[config.mk]
export PLATFORM = sky130hd
export DESIGN_NAME = row_spill_cache_controller
export DESIGN_NICKNAME = d
export VERILOG_FILES = /design/src/rtl/rsc_pkg.sv /design/src/rtl/rsc_datapath.sv /design/src/rtl/rsc_ctrl.sv /design/src/rtl/row_spill_cache_controller.sv
export SDC_FILE = /design/constraint.sdc
export NUM_CORES = 2
export LEC_CHECK = 0
export BUFFER_PORTS_ARGS = -buffer_cell sky130_fd_sc_hd__buf_2
export CAP_MARGIN = 25
export CELL_PAD_IN_SITES_DETAIL_PLACEMENT = 1
export CELL_PAD_IN_SITES_GLOBAL_PLACEMENT = 1
export CORE_ASPECT_RATIO = 1.75
export CORE_MARGIN = 2
export CORE_UTILIZATION = 55
export CTS_CLUSTER_SIZE = 40
export DETAILED_ROUTE_END_ITERATION = 10
export PLACE_DENSITY_LB_ADDON = 0.1
export SLEW_MARGIN = 10
export SYNTH_ARGS = -nofsm -noshare
export SYNTH_HDL_FRONTEND = slang
export SYNTH_SLANG_ARGS = --single-unit
export TNS_END_PERCENT = 1
[constraint.sdc]
create_clock -name clk -period 15.7 [get_ports clk]
set_clock_uncertainty 0.05 [all_clocks]
set_input_delay 3.14 -clock clk [delete_from_list [all_inputs] [get_ports clk]]
set_output_delay 3.14 -clock clk [all_outputs]
set_load 0.02 [all_outputs]
[src/rtl/rsc_pkg.sv]
// Shared types and constants for the row spill cache controller.
// Holds the beat structs, result kinds, mode codes and the controller-to-datapath links.
// Depends on nothing; every other file imports it.
package rsc_pkg;

  localparam int MAX_BLOCK_BYTES = 1024;
  localparam int CFG_IDX_W       = 4;
  localparam int CFG_DATA_W      = 22;

  localparam logic [CFG_IDX_W-1:0] CFG_ENABLED   = 4'd0;
  localparam logic [CFG_IDX_W-1:0] CFG_LARGE_ROW = 4'd1;

  localparam logic [1:0] MODE_ACCESS = 2'd0;
  localparam logic [1:0] MODE_FLUSH  = 2'd1;
  localparam logic [1:0] MODE_CLEAR  = 2'd2;
  localparam logic [1:0] MODE_UNUSED = 2'd3;

  localparam logic [2:0] KIND_WRITE_BACK = 3'd0;
  localparam logic [2:0] KIND_FILL       = 3'd1;
  localparam logic [2:0] KIND_GRANT      = 3'd2;
  localparam logic [2:0] KIND_REJECT     = 3'd3;
  localparam logic [2:0] KIND_FLUSH_DONE = 3'd4;

  // Current-slot pointer updates.
  localparam logic [2:0] CUR_HOLD   = 3'd0;
  localparam logic [2:0] CUR_HIT    = 3'd1;
  localparam logic [2:0] CUR_VICTIM = 3'd2;
  localparam logic [2:0] CUR_ZERO   = 3'd3;
  localparam logic [2:0] CUR_INC    = 3'd4;

  typedef struct packed {
    logic [1:0]  mode;
    logic [39:0] region_offset;
    logic [10:0] blk_bytes;
    logic [11:0] blocks_across;
    logic [11:0] blocks_down;
    logic [11:0] block_x;
    logic [11:0] block_y;
    logic        writable;
  } in_item_t;

  typedef struct packed {
    logic [2:0]  kind;
    logic [1:0]  slot;
    logic [40:0] mem_address;
    logic [21:0] byte_count;
    logic [21:0] byte_offset;
    logic        last;
  } out_item_t;

  typedef struct packed {
    logic       load;
    logic       capture;
    logic [2:0] cur_sel;
    logic       step_cnt;
    logic       write_tag;
    logic       clear_dirty;
    logic       set_dirty;
    logic       clear_all;
    logic       emit;
    logic [2:0] emit_kind;
    logic       emit_last;
  } rsc_cmd_t;

  typedef struct packed {
    logic is_flush;
    logic is_clear;
    logic is_bad;
    logic hit;
    logic all_valid;
    logic cur_wb;
    logic cur_last;
    logic writable;
  } rsc_status_t;

endpackage

[src/rtl/rsc_datapath.sv]
// Datapath of the row spill cache controller: slot tags, replacement counter,
// address and offset arithmetic, and the result register.
// Depends on rsc_pkg; driven by rsc_ctrl through rsc_cmd_t.
module rsc_datapath import rsc_pkg::*; #(
  parameter int SLOT_COUNT    = 4,
  parameter int ADDRESS_WIDTH = 40
) (
  input  logic                  clk,
  input  logic                  rst_n,
  input  logic                  cfg_we,
  input  logic [CFG_IDX_W-1:0]  cfg_index,
  input  logic [CFG_DATA_W-1:0] cfg_wdata,
  input  in_item_t              in_item,
  input  rsc_cmd_t              cmd,
  output rsc_status_t           st,
  output logic                  out_valid,
  output out_item_t             out_item
);

  localparam int SLOT_W = (SLOT_COUNT > 1) ? $clog2(SLOT_COUNT) : 1;
  localparam int CNT_W  = $clog2(SLOT_COUNT + 1);

  logic                     enabled_r;
  logic [21:0]              large_r;
  in_item_t                 in_r;
  logic                     valid_r  [SLOT_COUNT];
  logic [ADDRESS_WIDTH-1:0] region_r [SLOT_COUNT];
  logic [11:0]              row_r    [SLOT_COUNT];
  logic [10:0]              bsize_r  [SLOT_COUNT];
  logic [22:0]              rbytes_r [SLOT_COUNT];
  logic                     dirty_r  [SLOT_COUNT];
  logic [31:0]              cnt_r;
  logic [SLOT_W-1:0]        res_r    [2:SLOT_COUNT];
  logic [SLOT_W-1:0]        cur_r, cur_nxt;
  logic [22:0]              row_bytes_r;
  logic                     hit_r;
  logic [SLOT_W-1:0]        hit_idx_r;
  logic [SLOT_COUNT-1:0]    large_mask_r;
  logic [34:0]              prod_r;
  logic                     out_valid_r;
  out_item_t                out_r, out_nxt;

  logic [47:0]              in_reg48;
  logic [ADDRESS_WIDTH-1:0] region_in;
  logic                     hit_c;
  logic [SLOT_W-1:0]        hit_idx_c;
  logic [SLOT_W-1:0]        inv_idx;
  logic                     all_valid;
  logic                     need_large;
  logic [CNT_W-1:0]         n_large;
  logic                     use_large;
  logic [CNT_W-1:0]         modulus;
  logic [SLOT_W-1:0]        rr;
  logic [SLOT_COUNT-1:0]    cand_mask;
  logic [SLOT_COUNT-1:0]    below_m;
  logic [SLOT_W-1:0]        rr_idx;
  logic [SLOT_W-1:0]        victim;
  logic [ADDRESS_WIDTH-1:0] sel_region;
  logic [47:0]              sel_reg48;
  logic [11:0]              sel_row;
  logic [10:0]              sel_bsize;
  logic [22:0]              sel_rbytes;
  logic [22:0]              offset_full;

  assign in_reg48  = 48'(in_r.region_offset);
  assign region_in = in_reg48[ADDRESS_WIDTH-1:0];

  assign sel_region = region_r[cur_r];
  assign sel_reg48  = 48'(sel_region);
  assign sel_row    = row_r[cur_r];
  assign sel_bsize  = bsize_r[cur_r];
  assign sel_rbytes = rbytes_r[cur_r];

  // Tag compare and lowest invalid slot, both priority to the lowest index.
  always_comb begin
    hit_c     = 1'b0;
    hit_idx_c = '0;
    inv_idx   = '0;
    all_valid = 1'b1;
    for (int i = SLOT_COUNT - 1; i >= 0; i--) begin
      if (valid_r[i] && region_r[i] == region_in && row_r[i] == in_r.block_y) begin
        hit_c     = 1'b1;
        hit_idx_c = SLOT_W'(i);
      end
      if (!valid_r[i]) begin
        all_valid = 1'b0;
        inv_idx   = SLOT_W'(i);
      end
    end
  end

  // Round robin victim: the rr-th candidate, rr being the counter modulo the
  // candidate count, taken from the running residues.
  always_comb begin
    need_large = row_bytes_r >= {1'b0, large_r};
    n_large    = CNT_W'($countones(large_mask_r));
    use_large  = need_large && (n_large >= CNT_W'(2));
    modulus    = use_large ? n_large : CNT_W'(SLOT_COUNT);
    cand_mask  = use_large ? large_mask_r : '1;
    rr         = res_r[SLOT_COUNT];
    for (int k = 2; k <= SLOT_COUNT; k++) begin
      if (modulus == CNT_W'(k)) begin
        rr = res_r[k];
      end
    end
    rr_idx  = '0;
    below_m = '0;
    for (int i = 0; i < SLOT_COUNT; i++) begin
      below_m = cand_mask & ((SLOT_COUNT'(1) << i) - SLOT_COUNT'(1));
      if (cand_mask[i] && CNT_W'($countones(below_m)) == CNT_W'(rr)) begin
        rr_idx = SLOT_W'(i);
      end
    end
    victim = all_valid ? rr_idx : inv_idx;
  end

  always_comb begin
    case (cmd.cur_sel)
      CUR_HOLD:   cur_nxt = cur_r;
      CUR_HIT:    cur_nxt = hit_idx_r;
      CUR_VICTIM: cur_nxt = victim;
      CUR_ZERO:   cur_nxt = '0;
      CUR_INC:    cur_nxt = cur_r + SLOT_W'(1);
      default:    cur_nxt = cur_r;
    endcase
  end

  assign offset_full = 23'(in_r.block_x) * 23'(sel_bsize);

  always_comb begin
    out_nxt      = '0;
    out_nxt.kind = cmd.emit_kind;
    out_nxt.last = cmd.emit_last;
    case (cmd.emit_kind)
      KIND_WRITE_BACK, KIND_FILL: begin
        out_nxt.slot        = 2'(cur_r);
        out_nxt.mem_address = sel_reg48[40:0] + 41'(prod_r);
        out_nxt.byte_count  = sel_rbytes[21:0];
      end
      KIND_GRANT: begin
        out_nxt.slot        = 2'(cur_r);
        out_nxt.byte_offset = offset_full[21:0];
      end
      default: begin
        out_nxt.slot = '0;
      end
    endcase
  end

  // Configuration registers.
  always_ff @(posedge clk) begin
    if (!rst_n) begin
      enabled_r <= 1'b0;
      large_r   <= 22'(MAX_BLOCK_BYTES);
    end else if (cfg_we) begin
      if (cfg_index == CFG_ENABLED) begin
        enabled_r <= cfg_wdata[0];
      end else if (cfg_index == CFG_LARGE_ROW) begin
        large_r <= cfg_wdata[21:0];
      end
    end
  end

  // Slot state.
  always_ff @(posedge clk) begin
    if (!rst_n || cmd.clear_all) begin
      for (int i = 0; i < SLOT_COUNT; i++) begin
        valid_r[i]  <= 1'b0;
        region_r[i] <= '0;
        row_r[i]    <= '0;
        bsize_r[i]  <= '0;
        rbytes_r[i] <= '0;
        dirty_r[i]  <= 1'b0;
      end
    end else begin
      for (int i = 0; i < SLOT_COUNT; i++) begin
        if (cur_r == SLOT_W'(i)) begin
          if (cmd.write_tag) begin
            valid_r[i]  <= 1'b1;
            region_r[i] <= region_in;
            row_r[i]    <= in_r.block_y;
            bsize_r[i]  <= in_r.blk_bytes;
            rbytes_r[i] <= row_bytes_r;
            dirty_r[i]  <= 1'b0;
          end else if (cmd.clear_dirty) begin
            dirty_r[i] <= 1'b0;
          end else if (cmd.set_dirty) begin
            dirty_r[i] <= 1'b1;
          end
        end
      end
    end
  end

  // Replacement counter with its residues modulo every candidate count.
  // On wrap of the counter all residues restart at zero with it.
  always_ff @(posedge clk) begin
    if (!rst_n || cmd.clear_all) begin
      cnt_r <= '0;
      for (int k = 2; k <= SLOT_COUNT; k++) begin
        res_r[k] <= '0;
      end
    end else if (cmd.step_cnt) begin
      cnt_r <= cnt_r + 32'd1;
      for (int k = 2; k <= SLOT_COUNT; k++) begin
        if (cnt_r == '1 || res_r[k] == SLOT_W'(k - 1)) begin
          res_r[k] <= '0;
        end else begin
          res_r[k] <= res_r[k] + SLOT_W'(1);
        end
      end
    end
  end

  always_ff @(posedge clk) begin
    if (!rst_n) begin
      cur_r       <= '0;
      out_valid_r <= 1'b0;
    end else begin
      cur_r       <= cur_nxt;
      out_valid_r <= cmd.emit;
    end
  end

  // Payload registers.
  always_ff @(posedge clk) begin
    if (cmd.load) begin
      in_r <= in_item;
    end
    if (cmd.capture) begin
      row_bytes_r <= 23'(in_r.blk_bytes) * 23'(in_r.blocks_across);
      hit_r       <= hit_c;
      hit_idx_r   <= hit_idx_c;
      for (int i = 0; i < SLOT_COUNT; i++) begin
        large_mask_r[i] <= rbytes_r[i] >= {1'b0, large_r};
      end
    end
    prod_r <= 35'(sel_row) * 35'(sel_rbytes);
    if (cmd.emit) begin
      out_r <= out_nxt;
    end
  end

  assign st.is_flush  = (in_r.mode == MODE_FLUSH) || (in_r.mode == MODE_CLEAR);
  assign st.is_clear  = (in_r.mode == MODE_CLEAR);
  assign st.is_bad    = (in_r.mode == MODE_UNUSED) || !enabled_r ||
                        (in_r.blk_bytes == '0) ||
                        (in_r.blk_bytes > 11'(MAX_BLOCK_BYTES)) ||
                        (in_r.blocks_across == '0) || (in_r.blocks_down == '0) ||
                        (in_r.block_x >= in_r.blocks_across) ||
                        (in_r.block_y >= in_r.blocks_down);
  assign st.hit       = hit_r;
  assign st.all_valid = all_valid;
  assign st.cur_wb    = valid_r[cur_r] && dirty_r[cur_r];
  assign st.cur_last  = (cur_r == SLOT_W'(SLOT_COUNT - 1));
  assign st.writable  = in_r.writable;

  assign out_valid = out_valid_r;
  assign out_item  = out_r;

endmodule

[src/rtl/rsc_ctrl.sv]
// Sequencer of the row spill cache controller: steps one request through
// check, lookup, write back, fill and grant, through a reject, or through a flush sweep.
// Depends on rsc_pkg; drives rsc_datapath through rsc_cmd_t.
module rsc_ctrl import rsc_pkg::*; (
  input  logic        clk,
  input  logic        rst_n,
  input  logic        start,
  output logic        busy,
  input  rsc_status_t st,
  output rsc_cmd_t    cmd
);

  localparam logic [3:0] S_IDLE    = 4'd0;
  localparam logic [3:0] S_CHECK   = 4'd1;
  localparam logic [3:0] S_LOOKUP  = 4'd2;
  localparam logic [3:0] S_V_PREP  = 4'd3;
  localparam logic [3:0] S_V_EMIT  = 4'd4;
  localparam logic [3:0] S_F_PREP  = 4'd5;
  localparam logic [3:0] S_F_EMIT  = 4'd6;
  localparam logic [3:0] S_GRANT   = 4'd7;
  localparam logic [3:0] S_REJECT  = 4'd8;
  localparam logic [3:0] S_FL_PREP = 4'd9;
  localparam logic [3:0] S_FL_EMIT = 4'd10;
  localparam logic [3:0] S_FL_DONE = 4'd11;

  logic [3:0] state_r, state_nxt;

  always_comb begin
    state_nxt = state_r;
    cmd       = '0;
    cmd.cur_sel = CUR_HOLD;
    case (state_r)
      S_IDLE: begin
        if (start) begin
          cmd.load  = 1'b1;
          state_nxt = S_CHECK;
        end
      end
      S_CHECK: begin
        cmd.capture = 1'b1;
        if (st.is_flush) begin
          cmd.cur_sel = CUR_ZERO;
          state_nxt   = S_FL_PREP;
        end else if (st.is_bad) begin
          state_nxt = S_REJECT;
        end else begin
          state_nxt = S_LOOKUP;
        end
      end
      S_LOOKUP: begin
        if (st.hit) begin
          cmd.cur_sel = CUR_HIT;
          state_nxt   = S_GRANT;
        end else begin
          cmd.cur_sel  = CUR_VICTIM;
          cmd.step_cnt = st.all_valid;
          state_nxt    = S_V_PREP;
        end
      end
      S_V_PREP: begin
        state_nxt = S_V_EMIT;
      end
      S_V_EMIT: begin
        cmd.emit      = st.cur_wb;
        cmd.emit_kind = KIND_WRITE_BACK;
        cmd.write_tag = 1'b1;
        state_nxt     = S_F_PREP;
      end
      S_F_PREP: begin
        state_nxt = S_F_EMIT;
      end
      S_F_EMIT: begin
        cmd.emit      = 1'b1;
        cmd.emit_kind = KIND_FILL;
        state_nxt     = S_GRANT;
      end
      S_GRANT: begin
        cmd.emit      = 1'b1;
        cmd.emit_kind = KIND_GRANT;
        cmd.emit_last = 1'b1;
        cmd.set_dirty = st.writable;
        state_nxt     = S_IDLE;
      end
      S_REJECT: begin
        cmd.emit      = 1'b1;
        cmd.emit_kind = KIND_REJECT;
        cmd.emit_last = 1'b1;
        state_nxt     = S_IDLE;
      end
      S_FL_PREP: begin
        state_nxt = S_FL_EMIT;
      end
      S_FL_EMIT: begin
        cmd.emit        = st.cur_wb;
        cmd.emit_kind   = KIND_WRITE_BACK;
        cmd.clear_dirty = 1'b1;
        if (st.cur_last) begin
          state_nxt = S_FL_DONE;
        end else begin
          cmd.cur_sel = CUR_INC;
          state_nxt   = S_FL_PREP;
        end
      end
      S_FL_DONE: begin
        cmd.emit      = 1'b1;
        cmd.emit_kind = KIND_FLUSH_DONE;
        cmd.emit_last = 1'b1;
        cmd.clear_all = st.is_clear;
        state_nxt     = S_IDLE;
      end
      default: begin
        state_nxt = S_IDLE;
      end
    endcase
  end

  always_ff @(posedge clk) begin
    if (!rst_n) begin
      state_r <= S_IDLE;
    end else begin
      state_r <= state_nxt;
    end
  end

  assign busy = (state_r != S_IDLE);

endmodule

[src/rtl/row_spill_cache_controller.sv]
// Row spill cache controller: tag control for a small write-back cache of rows.
// On a hit a request steps through check, lookup and grant; a reject through check
// and reject; a miss adds the write-back and fill steps; a flush sweeps every slot.
// One request at a time: no new request is taken while busy is high.
// Reset (synchronous, rst_n low) empties all slots; results cannot be held off.
module row_spill_cache_controller import rsc_pkg::*; #(
  parameter int SLOT_COUNT    = 4,
  parameter int ADDRESS_WIDTH = 40
) (
  input  logic                  clk,
  input  logic                  rst_n,
  // Request channel: a beat is taken when start is high and busy is low.
  input  logic                  start,
  output logic                  busy,
  input  in_item_t              in_item,
  // Result channel: one beat per cycle in which out_valid is high.
  output logic                  out_valid,
  output out_item_t             out_item,
  // Configuration write channel.
  input  logic                  cfg_valid,
  output logic                  cfg_ready,
  input  logic [CFG_IDX_W-1:0]  cfg_index,
  input  logic [CFG_DATA_W-1:0] cfg_wdata
);

  rsc_cmd_t    cmd;
  rsc_status_t st;

  // Registers are plain flops, so a write is always taken at once.
  assign cfg_ready = 1'b1;

  // The sequencer decides what happens in each cycle; the datapath holds all
  // tag state and forms the addresses, byte counts and offsets of each beat.
  rsc_ctrl u_ctrl (
    .clk   (clk),
    .rst_n (rst_n),
    .start (start),
    .busy  (busy),
    .st    (st),
    .cmd   (cmd)
  );

  rsc_datapath #(
    .SLOT_COUNT    (SLOT_COUNT),
    .ADDRESS_WIDTH (ADDRESS_WIDTH)
  ) u_datapath (
    .clk       (clk),
    .rst_n     (rst_n),
    .cfg_we    (cfg_valid && cfg_ready),
    .cfg_index (cfg_index),
    .cfg_wdata (cfg_wdata),
    .in_item   (in_item),
    .cmd       (cmd),
    .st        (st),
    .out_valid (out_valid),
    .out_item  (out_item)
  );

endmodule

==> load_flow_metrics.sql <==
INSERT INTO impl_metrics (metric_group, metric, value, unit) VALUES
('worst_setup_path', 'critical-path-max-stage-delay', '0.89', 'ns'),
('floorplanning', 'floorplan.core_area', '90600', 'um^2'),
('synthesis', 'synth-xor-area-share', '5.06', '%'),
('drt', 'dr.first_iter.drc_count', '2385', ''),
('clock_network', 'clkTransAtPathRegs', '0.07', 'ns'),
('worst_setup_path', 'r2r_setup_slack', '8.00', 'ns'),
('synthesis', 'synth_enable_flop_cells', '578', ''),
('worst_setup_path', 'worstPathArrival', '8.25', 'ns'),
('synthesis', 'synth_compound_area_share', '6.10', '%'),
('clock_network', 'cts.root.buffer_cell', 'sky130_fd_sc_hd__clkbuf_16', ''),
('timing', 'setup-violations-final', '0', ''),
('run_status', 'status', 'completed', ''),
('worst_setup_path', 'cp-start-kind', 'flip-flop', ''),
('clock_network', 'clock_latency_reported_for_the_late_side_of_the_worst_skew_pair', '0.67', 'ns'),
('grt', 'number_of_global_route_vias_before_repair', '40923', ''),
('placement', 'hpwl', '120000', 'um'),
('synthesis', 'postSynthAreaPerCell', '10.9', 'um^2'),
('synthesis', 'synth_seq_cells', '680', ''),
('timing', 'fmax', '130', 'MHz'),
('timing', 'setup_total_negative_slack', '0', 'ns'),
('synthesis', 'synthesis.nets', '5537', ''),
('timing', 'rsz0062_at_grt', 'false', ''),
('placement', 'placed_instance_count', '5840', ''),
('synthesis', 'syn_inst', '4638', ''),
('clock_network', 'post_cts_hold_buffer_count', '0', ''),
('drt', 'via_total_after_detailed_routing', '36150', ''),
('floorplanning', 'rows', '146', ''),
('worst_setup_path', 'critical_path.slowest_cell', 'sky130_fd_sc_hd__mux4_2', ''),
('timing', 'tightest_slew', '1.09', 'ns'),
('synthesis', 'ys_dominant_reg_cell', 'sky130_fd_sc_hd__edfxtp_1', ''),
('placement', 'io_buffer_count', '224', ''),
('timing', 'fin_crit_sh', '49.1', '%'),
('clock_network', 'cts_setup_buffers', '0', ''),
('drt', 'vias_per_cell', '6.06', ''),
('synthesis', 'synth_top_family_by_area', 'adder cells', ''),
('floorplanning', 'die_outline_area', '94200', 'um^2'),
('drt', 'route.final.wire_length', '160000', 'um'),
('final_layout', 'fillers', '9631', ''),
('floorplanning', 'die-height', '404', 'um'),
('synthesis', 'asyncSetResetFlopFracSynth', '0', '%'),
('final_layout', 'finalNonFillerCells', '5963', ''),
('worst_setup_path', 'timing.reg2reg.worst_path_depth', '20', ''),
('min_path', 'timing.hold.worst.class', 'flip-flop to flip-flop', ''),
('grt', 'grt_max_degree', '96', ''),
('placement', 'gpl_wtd_cong', '0.962', ''),
('worst_setup_path', 'crit_fanout', '31', ''),
('final_layout', 'post_route_cells_drive_above_1_share', '9.98', '%'),
('worst_setup_path', 'timing.critical_path.buf_inv', '3', ''),
('worst_setup_path', 'worstSetupPathDepth', '20', ''),
('timing', 'final.min_clock_period', '7.70', 'ns'),
('synthesis', 'synth_cell_types', '82', ''),
('worst_setup_path', 'worstSetupPathType', 'flip-flop to flip-flop', ''),
('worst_setup_path', 'crit_path_end_kind', 'flip-flop', ''),
('worst_setup_path', 'critical_path.most_common_cell', 'sky130_fd_sc_hd__fa_1', ''),
('drt', 'drt-pass1-iter-count', '5', ''),
('grt', 'global_route.overflow_total', '0', ''),
('grt', 'gr-usage-all-layers', '34.8', '%'),
('timing', 'final-hold-violation-count', '0', ''),
('final_layout', 'layout-area-overhead-vs-synth', '8.35', '%'),
('worst_setup_path', 'cp.required', '16.24', 'ns'),
('floorplanning', 'initial_core_util', '55.6', '%'),
('timing', 'slew-limit-headroom', '27.6', '%'),
('worst_setup_path', 'cp_cell_sequence', 'buf_4, mux4_2, and2_1, fa_1, inv_1, fa_1, inv_1, fa_1, fa_1, fa_1, ha_1, a21o_1, a21oi_1, o31ai_2, or4_1, a31oi_2, o21ai_2, a41o_1, o41ai_2, xnor2_1', ''),
('synthesis', 'post_synth_mux_area_share', '3.92', '%'),
('floorplanning', 'top_level_ports', '226', ''),
('clock_network', 'tritoncts_clock_tree', 'built', ''),
('min_path', 'worstHoldPathCells', '2', ''),
('synthesis', 'synthSimpleGateAreaFrac', '15.6', '%'),
('grt', 'grt_pass1_wl', '241000', 'um'),
('job', 'max_cap_violations', '0', ''),
('clock_network', 'cts.htree.levels', '3', '');
## final timing paths
kind / startpoint / to
hold / removal: u_datapath.large_r[18] / u_datapath.large_r[18]
hold reg to reg: u_datapath.large_r[18] / u_datapath.large_r[18]
setup reg to reg: flip-flop / u_datapath.prod_r[33]
setup / recovery: flip-flop / u_datapath.prod_r[33]
## worst min-delay path, stage by stage (launching register included)
cell,delay [ns]
sky130_fd_sc_hd__dfxtp_1,0.31
sky130_fd_sc_hd__nand2_1,0.05
sky130_fd_sc_hd__a21boi_0,0.07
## state kept, by name, indices dropped and copies added (netlist names), named ones only
| register | flops |
|---|---|
| u_ctrl.state_r | 4 |
| u_datapath.bsize_r | 44 |
| u_datapath.cnt_r | 32 |
| u_datapath.cur_r | 2 |
| u_datapath.dirty_r | 4 |
| u_datapath.enabled_r | 1 |
| u_datapath.hit_idx_r | 2 |
| u_datapath.hit_r | 1 |
| u_datapath.in_r | 61 |
| u_datapath.large_mask_r | 4 |
| u_datapath.large_r | 22 |
| u_datapath.out_item | 91 |
| u_datapath.out_valid | 1 |
| u_datapath.prod_r | 35 |
| u_datapath.rbytes_r | 92 |
| u_datapath.region_in | 40 |
| u_datapath.region_r | 160 |
| u_datapath.res_r | 6 |
| u_datapath.row_bytes_r | 23 |
| u_datapath.row_r | 48 |
| u_datapath.st | 1 |
| u_datapath.valid_r | 4 |
## logic make-up (layout without fill, tap and decap cells)
group	after synthesis	after routing
compound gates	468	468
flops	680	680
simple gates	1540	1540
fa+ha+maj	767	767
xor+xnor	291	291
mux	91	91
other cells	1	2
buf+inv	800	940
## metrics by stage
| stage | setup WS (ns) | area [um^2] | hold slack (ns) | utilization [%] |
|---|---|---|---|---|
| CTS | 7.91 | 54600 | 0.426 | 60.3 |
| detailed placement | 7.95 | 52400 | 0.418 | 57.9 |
| global route | 7.50 | 54600 | 0.435 | 60.3 |
| global placement | 8.04 | 52400 | 0.406 | 57.9 |
| floorplan | 6.58 | 50400 | 0.393 | - |
| finish | 8.00 | 54600 | 0.422 | 60.3 |
## placed cells by master, fill, tap and decap left out, types with 49 or more instances in the layout
cell,netlist,final
sky130_fd_sc_hd__a21o_1,49,49
sky130_fd_sc_hd__a21oi_1,128,128
sky130_fd_sc_hd__and2_1,474,474
sky130_fd_sc_hd__buf_2,12,224
sky130_fd_sc_hd__clkbuf_16,0,70
sky130_fd_sc_hd__dfxtp_1,102,100
sky130_fd_sc_hd__edfxtp_1,578,578
sky130_fd_sc_hd__fa_1,390,390
sky130_fd_sc_hd__ha_1,377,377
sky130_fd_sc_hd__inv_1,569,569
sky130_fd_sc_hd__mux4_2,85,85
sky130_fd_sc_hd__nand2_1,500,495
sky130_fd_sc_hd__nand4_1,64,64
sky130_fd_sc_hd__nor2_1,157,153
sky130_fd_sc_hd__nor3_1,128,127
sky130_fd_sc_hd__o21ai_0,85,85
sky130_fd_sc_hd__xnor2_1,177,177
sky130_fd_sc_hd__xor2_1,114,114
## layout make-up
cell class / instances / area, um^2 / share of cell area (%)
timing repair buffer: 247 / 1290 / 2.37
sequential: 680 / 19400 / 35.5
tap: 1184 / 1480 / 2.71
multi-input combinational: 3158 / 28100 / 51.5
clock buffer: 91 / 1870 / 3.43
inverter: 571 / 2140 / 3.92
clock inverter: 31 / 300 / 0.550
antenna: 1 / 2.50 / 0.00458
## synth_stat cells (all sizes together), types with 4 or more instances
cell type / count / area, um^2
dfxtp: 102 / 2040
o21a: 20 / 151
o211ai: 17 / 133
a21boi: 27 / 203
inv: 571 / 2140
nor3: 129 / 651
and3: 41 / 257
a221oi: 14 / 129
nand2b: 27 / 169
edfxtp: 578 / 17400
and4: 7 / 61.3
ha: 377 / 4720
and2: 474 / 2970
o21ai: 97 / 489
or3: 17 / 106
a41oi: 4 / 35.0
mux4: 85 / 1910
buf: 17 / 82.6
o221ai: 4 / 35.0
fa: 390 / 7810
nor4: 33 / 219
o2bb2ai: 5 / 43.8
nor2b: 30 / 188
nand4: 65 / 413
a31oi: 9 / 62.6
nand3: 40 / 200
a22oi: 6 / 45.0
o31a: 4 / 35.0
a31o: 5 / 43.8
o21bai: 11 / 82.6
xnor2: 177 / 1550
o22ai: 12 / 75.1
nor2: 157 / 589
o31ai: 8 / 65.1
xor2: 114 / 998
a211oi: 13 / 97.6
clkbuf: 212 / 796
a21oi: 130 / 658
nor3b: 6 / 45.0
nand2: 500 / 1880
or2: 4 / 25.0
a211o: 5 / 43.8
o2111ai: 5 / 43.8
a21o: 49 / 368
## metal layers
metal	global-route usage [%]	vias to the layer above	share of wire, %
li1	-	15739	-
met1	34.4	18577	33
met2	64.4	1261	53
met3	4.34	573	4.4
met4	27.7	0	9.5
met5	0	-	0
Power is left out: the tool's default activity adds up to more than one toggle a clock period on the data nets, which glitch-free logic cannot reach.
